$ cat src/rtl/tvlr_pkg.sv
// ----------------------------------------------------------------------------
// tvlr_pkg
// Shared types, codes and helpers of the tile video line renderer.
// ----------------------------------------------------------------------------
`default_nettype none

package tvlr_pkg;

    localparam int LINE_WIDTH    = 160;
    localparam int VISIBLE_LINES = 144;
    localparam int ADDR_W        = 13;

    // Item kinds
    localparam logic [1:0] ACT_TICK = 2'd0;
    localparam logic [1:0] ACT_VRAM = 2'd1;
    localparam logic [1:0] ACT_OAM  = 2'd2;
    localparam logic [1:0] ACT_REG  = 2'd3;

    // Register numbers
    localparam logic [ADDR_W-1:0] REG_CTRL = 13'd0;
    localparam logic [ADDR_W-1:0] REG_STAT = 13'd1;
    localparam logic [ADDR_W-1:0] REG_SCY  = 13'd2;
    localparam logic [ADDR_W-1:0] REG_SCX  = 13'd3;
    localparam logic [ADDR_W-1:0] REG_LYC  = 13'd4;
    localparam logic [ADDR_W-1:0] REG_BGP  = 13'd5;
    localparam logic [ADDR_W-1:0] REG_OBP0 = 13'd6;
    localparam logic [ADDR_W-1:0] REG_OBP1 = 13'd7;
    localparam logic [ADDR_W-1:0] REG_WY   = 13'd8;
    localparam logic [ADDR_W-1:0] REG_WX   = 13'd9;

    // Display modes held in the low status bits
    localparam logic [1:0] MODE_HBLANK = 2'd0;
    localparam logic [1:0] MODE_VBLANK = 2'd1;
    localparam logic [1:0] MODE_OAM    = 2'd2;
    localparam logic [1:0] MODE_DRAW   = 2'd3;

    // Mode lengths in dots
    localparam logic [9:0] DOTS_OAM    = 10'd80;
    localparam logic [9:0] DOTS_DRAW   = 10'd172;
    localparam logic [9:0] DOTS_HBLANK = 10'd204;
    localparam logic [9:0] DOTS_LINE   = 10'd456;
    localparam logic [7:0] LAST_LINE   = 8'd153;

    typedef struct packed {
        logic [7:0] ctrl;
        logic [7:0] scy;
        logic [7:0] scx;
        logic [7:0] lyc;
        logic [7:0] bgp;
        logic [7:0] obp0;
        logic [7:0] obp1;
        logic [7:0] wy;
        logic [7:0] wx;
        logic [7:0] line;
        logic [6:0] status;
    } tvlr_regs_t;

    typedef struct packed {
        logic       render;
        logic [7:0] row;
        logic       vreq;
        logic       sreq;
        logic       done;
    } tvlr_step_t;

    function automatic logic [1:0] shade_of(input logic [7:0] pal, input logic [1:0] ci);
        logic [1:0] s;
        case (ci)
            2'd0:    s = pal[1:0];
            2'd1:    s = pal[3:2];
            2'd2:    s = pal[5:4];
            default: s = pal[7:6];
        endcase
        return s;
    endfunction

endpackage

`default_nettype wire

$ cat src/rtl/tvlr_timing.sv
// ----------------------------------------------------------------------------
// tvlr_timing
// Dot and line counters, mode sequencing, interrupts and display registers.
// ----------------------------------------------------------------------------
`default_nettype none

module tvlr_timing
    import tvlr_pkg::*;
(
    input  wire logic        clk,
    input  wire logic        rst_n,
    input  wire logic        step,
    input  wire logic [1:0]  action,
    input  wire logic [7:0]  dot_count,
    input  wire logic [12:0] address,
    input  wire logic [7:0]  write_data,
    output tvlr_regs_t       regs,
    output tvlr_step_t       step_info
);

    logic [9:0]  dot_reg, dot_next;
    tvlr_regs_t  regs_reg, regs_next;
    logic [10:0] dsum;
    logic [9:0]  dsat;

    assign dsum = {1'b0, dot_reg} + {3'b000, dot_count};
    assign dsat = dsum[10] ? 10'h3FF : dsum[9:0];

    // Apply one request to the timing state
    always_comb
    begin
        dot_next  = dot_reg;
        regs_next = regs_reg;
        step_info = '0;
        step_info.row = regs_reg.line;
        if (step)
        begin
            case (action)
                ACT_REG:
                begin
                    case (address)
                        REG_CTRL: regs_next.ctrl = write_data;
                        REG_STAT: regs_next.status = {write_data[6:3], regs_reg.status[2:0]};
                        REG_SCY:  regs_next.scy  = write_data;
                        REG_SCX:  regs_next.scx  = write_data;
                        REG_LYC:  regs_next.lyc  = write_data;
                        REG_BGP:  regs_next.bgp  = write_data;
                        REG_OBP0: regs_next.obp0 = write_data;
                        REG_OBP1: regs_next.obp1 = write_data;
                        REG_WY:   regs_next.wy   = write_data;
                        REG_WX:   regs_next.wx   = write_data;
                        default:  ;
                    endcase
                end
                ACT_TICK:
                begin
                    if (!regs_reg.ctrl[7])
                    begin
                        dot_next       = '0;
                        regs_next.line = '0;
                    end
                    else
                    begin
                        dot_next = dsat;
                        // Coincidence against the line at the start of the tick
                        regs_next.status[2] = (regs_reg.line == regs_reg.lyc);
                        if (regs_reg.line == regs_reg.lyc && regs_reg.status[6])
                            step_info.sreq = 1'b1;
                        case (regs_reg.status[1:0])
                            MODE_OAM:
                            begin
                                if (dsat >= DOTS_OAM)
                                begin
                                    dot_next = dsat - DOTS_OAM;
                                    regs_next.status[1:0] = MODE_DRAW;
                                end
                            end
                            MODE_DRAW:
                            begin
                                if (dsat >= DOTS_DRAW)
                                begin
                                    dot_next = dsat - DOTS_DRAW;
                                    step_info.render = (regs_reg.line < 8'(VISIBLE_LINES));
                                    regs_next.status[1:0] = MODE_HBLANK;
                                    if (regs_reg.status[3])
                                        step_info.sreq = 1'b1;
                                end
                            end
                            MODE_HBLANK:
                            begin
                                if (dsat >= DOTS_HBLANK)
                                begin
                                    dot_next = dsat - DOTS_HBLANK;
                                    regs_next.line = regs_reg.line + 8'd1;
                                    if (regs_next.line == 8'(VISIBLE_LINES))
                                    begin
                                        regs_next.status[1:0] = MODE_VBLANK;
                                        step_info.vreq = 1'b1;
                                        step_info.done = 1'b1;
                                        if (regs_reg.status[4])
                                            step_info.sreq = 1'b1;
                                    end
                                    else
                                    begin
                                        regs_next.status[1:0] = MODE_OAM;
                                        if (regs_reg.status[5])
                                            step_info.sreq = 1'b1;
                                    end
                                end
                            end
                            default:
                            begin
                                if (dsat >= DOTS_LINE)
                                begin
                                    dot_next = dsat - DOTS_LINE;
                                    regs_next.line = regs_reg.line + 8'd1;
                                    if (regs_next.line > LAST_LINE)
                                    begin
                                        regs_next.line = '0;
                                        regs_next.status[1:0] = MODE_OAM;
                                        if (regs_reg.status[5])
                                            step_info.sreq = 1'b1;
                                    end
                                end
                            end
                        endcase
                    end
                end
                default: ;
            endcase
        end
    end

    always_ff @(posedge clk or negedge rst_n)
    begin
        if (!rst_n)
        begin
            dot_reg  <= '0;
            regs_reg <= '0;
            regs_reg.status <= {5'd0, MODE_OAM};
        end
        else
        begin
            dot_reg  <= dot_next;
            regs_reg <= regs_next;
        end
    end

    assign regs = regs_reg;

endmodule

`default_nettype wire

$ cat config.mk
export PLATFORM = sky130hd
export DESIGN_NAME = tvlr_timing
export DESIGN_NICKNAME = d
export VERILOG_FILES = /design/src/rtl/tvlr_pkg.sv /design/src/rtl/tvlr_timing.sv
export SDC_FILE = /design/constraint.sdc
export NUM_CORES = 1
export LEC_CHECK = 0
export BUFFER_PORTS_ARGS = -buffer_cell sky130_fd_sc_hd__buf_2
export CORE_ASPECT_RATIO = 1.25
export CORE_MARGIN = 2
export CORE_UTILIZATION = 50
export DETAILED_ROUTE_END_ITERATION = 10
export PLACE_DENSITY = 0.71
export SLEW_MARGIN = 20
export SYNTH_ARGS = -nofsm -noshare
export SYNTH_HDL_FRONTEND = slang
export SYNTH_SLANG_ARGS = --single-unit
$ cat constraint.sdc
create_clock -name clk -period 6.4 [get_ports clk]
set_input_delay 1.28 -clock clk [delete_from_list [all_inputs] [get_ports clk]]
set_output_delay 1.28 -clock clk [all_outputs]
set_load 0.005 [all_outputs]
==> reports/results.md <==
## Clock tree
• 0.07 ns — clock transition time at the flip-flop clock pins of the worst setup and hold paths
• 97 — clock sink total
• 2 — buffer levels on the longest clock path
• built — clock tree from TritonCTS
• sky130_fd_sc_hd__clkbuf_16 — root buffer cell
• 0.35 ns — clock latency at the later pin of the worst-skew pair
• 0 — cells resized by post-CTS repair
• 0 — post-CTS setup buffers
• 0 — Post-CTS Hold Buffers
• 3 — level count of the clock H-tree
• 9 — CTS Buf Count

## Drt
• 6 — detailed-router iteration count before antenna repair
• 0 — drc violations
• 17100 um — total routed wirelength
• 5195 — via count
• 0 — Routed Antenna Nets
• 5.98 — via density per instance
• 19.6 um — routed wire length per instance
• 334 — DRC violation total after the first TritonRoute iteration

## Placed design
• 132 — port bufs
• 0.960 — final RePlAce weighted congestion
• 6810 sq um — Cell Area, Placed
• 12900 um — half-perimeter wire length of the detailed placement result

## Run status
• finished, final reports clean — outcome

## Power and ir drop
• 179 nW/um^2 — Pwr per Cell Area
• 0.000144 V — maximum vdd drop
• 0.00352 uW — static leakage power

## Worst setup path
• 4.83 ns — arrival time of the worst setup path
• step_info[1] — worst setup path endpoint
• 8 — critical path fanouts, max
• 0.44 ns — maximum cell stage delay along the critical path
• 1.91 ns — setup slack on the worst flop-to-flop path
• output port — kind of capture point of the worst setup path
• dot_reg[0] — launch point of the worst reg-to-reg path
• sky130_fd_sc_hd__fa_1 — cell type of the slowest stage on the worst timing path
• dot_count[0] — Critical path origin
• input port to output port — Setup Crit Path Kind
• input port — crit start category
• 5.12 ns — endpoint required time on the critical path
• 18 — number of cells on the worst reg-to-reg path
• regs[9] — Worst R2R End
• buf_2 > ha_1 > fa_1 > a211oi_4 > or3_1 > a21boi_2 > or2_2 > inv_1 > ha_1 > nand2_1 > or3_1 > nand2_1 > a311o_1 > o22ai_2 > nand3_1 > a31o_1 > a21oi_1 > buf_2 — series of cell instances along the critical path

## Timing
• 0 — final setup vio count
• 6.11 ns — time the final worst path needs with I/O delays and setup
• 164 MHz — upper clock frequency limit
• 0 — Max Slew Vio Count
• 0.933 ns — transition at the pin with the smallest max-transition slack
• 0.955 — final worst-path cycle share
• 0.00842 ns — setup skew after layout
• 0 — count of endpoints failing hold in the final timing report
• 0 ns — Post-Route Setup TNS
• false — setup repair after global routing missed its margin
• 0.373 — Rel. slew slack

## Cells and area
• 753 — nets
• 17.2% — synthesis-to-layout area growth
• 87 — max FFs per register
• 0.383 — share of layout cells above drive strength 1
• 1051 — layout filler cell count
• 0 — number of diodes
• 7110 sq um — final design area excluding fillers

## Run
• 0 — max capacitance violation total

## Floorplanning
• 127 um — chip height
• 45 — Std-Cell Rows
• 12000 sq um — core footprint
• 133 — I/O pin total
• 103 um — DIE WIDTH
• 0.506 — initial core utilization
• 13000 sq um — full die area

## Logic synthesis
• 0 — Synth Warn #
• 10.4 sq um — mean instance size in the synthesized netlist
• 90 — number of unique standard cell types used by synthesis
• 1.00 — share of synthesized flip-flops with an asynchronous set or reset
• 6070 sq um — area of the mapped netlist
• sky130_fd_sc_hd__dfrtp_1 — Most used DFF post-synth
• 0.400 — Seq/Total Area, Yosys
• 0 — count of flip-flops with a built-in enable after synthesis
• 97 — #FFs+latches synth
• 584 — post-synthesis instance total
• 637 — syn_nets

## Global routing
• 0 — GRT Residual Overflow
• 27000 um — wire length of the first global-routing pass
• 0.268 — global router's overall resource usage
• 82 — pin count of the biggest net entering global routing
• 5104 — vias in the first global route
• 0 — number of antenna violations at the first check in global routing

## Hold path
• flop to flop — type of the tightest min-delay check

## where the power goes
group	internal (uW)	switching (uW)	total (uW)
Clock	283	254	537
Sequential	613	0.326	613
Combinational	41.1	82.6	124
## cell type report
| type | instances | area, sq um | share of cell area |
|---|---|---|---|
| sequential | 97 | 2430 | 0.341 |
| multi-input combinational | 435 | 3390 | 0.476 |
| clock buffer | 10 | 239 | 0.0336 |
| tap | 164 | 205 | 0.0288 |
| clock inverter | 6 | 60.1 | 0.00844 |
| timing repair buffer | 141 | 734 | 0.103 |
| inverter | 16 | 60.1 | 0.00844 |
## logic make-up after synthesis
| logic type | share of synthesized area |
|---|---|
| flops | 0.400 |
| simple gates | 0.148 |
| fa+ha+maj | 0.0404 |
| xor+xnor | 0.0289 |
| buf+inv | 0.0416 |
| compound gates | 0.197 |
| mux | 0.144 |
## layer usage
layer  global-route usage  up-vias  share of wire
met5                    0        -              0
met4               0.0729        0          0.020
met3               0.0678       32          0.066
met2                0.465      185           0.51
met1                0.327     2575           0.41
li1                     -     2403              -
## stage by stage
stage | power (uW) | utilization | worst slack, ns | instances | hold WS (ns)
2_1_floorplan | 699 | - | 0.508 | 584 | 0.443
6_report | 1270 | 0.593 | 0.291 | 869 | 0.493
4_1_cts | 1280 | 0.593 | 0.315 | 869 | 0.501
3_3_place_gp | 747 | 0.568 | 0.410 | 853 | 0.469
5_1_grt | 1320 | 0.593 | 0.0201 | 869 | 0.513
3_5_place_dp | 748 | 0.568 | 0.319 | 853 | 0.485
## synth_stat cells (3+ instances only)
cell                        number  share of area
sky130_fd_sc_hd__dfrtp_1        96           0.40
sky130_fd_sc_hd__mux2_2         76           0.14
sky130_fd_sc_hd__nand2_1        49          0.030
sky130_fd_sc_hd__nor2_1         38          0.024
sky130_fd_sc_hd__o21ai_0        20          0.016
sky130_fd_sc_hd__xnor2_1        20          0.029
sky130_fd_sc_hd__a21oi_1        19          0.016
sky130_fd_sc_hd__ha_1           18          0.037
sky130_fd_sc_hd__nand3_1        17          0.014
sky130_fd_sc_hd__inv_1          16         0.0099
sky130_fd_sc_hd__buf_4          13          0.016
sky130_fd_sc_hd__clkbuf_1       12         0.0074
sky130_fd_sc_hd__o21ai_1        10         0.0082
sky130_fd_sc_hd__o31ai_1        10          0.012
sky130_fd_sc_hd__nor3_1          9         0.0074
sky130_fd_sc_hd__a211oi_1        7         0.0087
sky130_fd_sc_hd__buf_2           7         0.0058
sky130_fd_sc_hd__a2111oi_0       6         0.0087
sky130_fd_sc_hd__and3_1          6         0.0062
sky130_fd_sc_hd__or3_1           6         0.0062
sky130_fd_sc_hd__a31oi_1         5         0.0052
sky130_fd_sc_hd__and2_1          5         0.0052
sky130_fd_sc_hd__nand4_1         5         0.0052
sky130_fd_sc_hd__nor2b_1         5         0.0052
sky130_fd_sc_hd__nor3b_1         5         0.0062
sky130_fd_sc_hd__o31ai_2         5          0.010
sky130_fd_sc_hd__a21o_1          4         0.0049
sky130_fd_sc_hd__buf_1           4         0.0025
sky130_fd_sc_hd__nand2b_1        4         0.0041
sky130_fd_sc_hd__o2111ai_1       4         0.0058
sky130_fd_sc_hd__o211ai_1        4         0.0049
sky130_fd_sc_hd__a22oi_1         3         0.0037
sky130_fd_sc_hd__and4_1          3         0.0043
sky130_fd_sc_hd__nor3_2          3         0.0049
sky130_fd_sc_hd__o21a_1          3         0.0037
## worst max-delay path: cells and delay by family
kind	cells	cell delay [ns]
compound gates	6	1.02
buf+inv	3	0.34
simple gates	6	1.24
fa+ha+maj	3	0.94
## worst min path at each step
stage	start	end	slack, ns	cells after the start
after floorplan	dot_reg[0]	dot_reg[0]	0.44	2
after global placement	dot_reg[0]	dot_reg[0]	0.47	2
after detailed placement	dot_reg[0]	dot_reg[0]	0.48	2
after CTS	dot_reg[0]	dot_reg[0]	0.50	2
after global routing	regs[66]	regs[66]	0.51	1
final	dot_reg[0]	dot_reg[0]	0.49	2
## cell usage in the layout (no fill, tap or decap), drive strengths merged, types with 4 or more instances in the layout
cell type and count:
nor2b 5, a31oi 5, a2111oi 8, buf 141, nand3 18, xnor2 20, o2111ai 4, a211oi 10
nand4 5, nor3b 5, ha 18, clkinv 4, nand2b 4, and2 6, o21a 4, a21o 4
nand2 49, clkbuf 10, o211ai 5, a21oi 20, and3 6, nor2 40, or3 7, dfrtp 96
inv 18, o31ai 16, o21ai 32, nor3 13, mux2 76
Note: power is estimated with default switching activity, not from simulation.
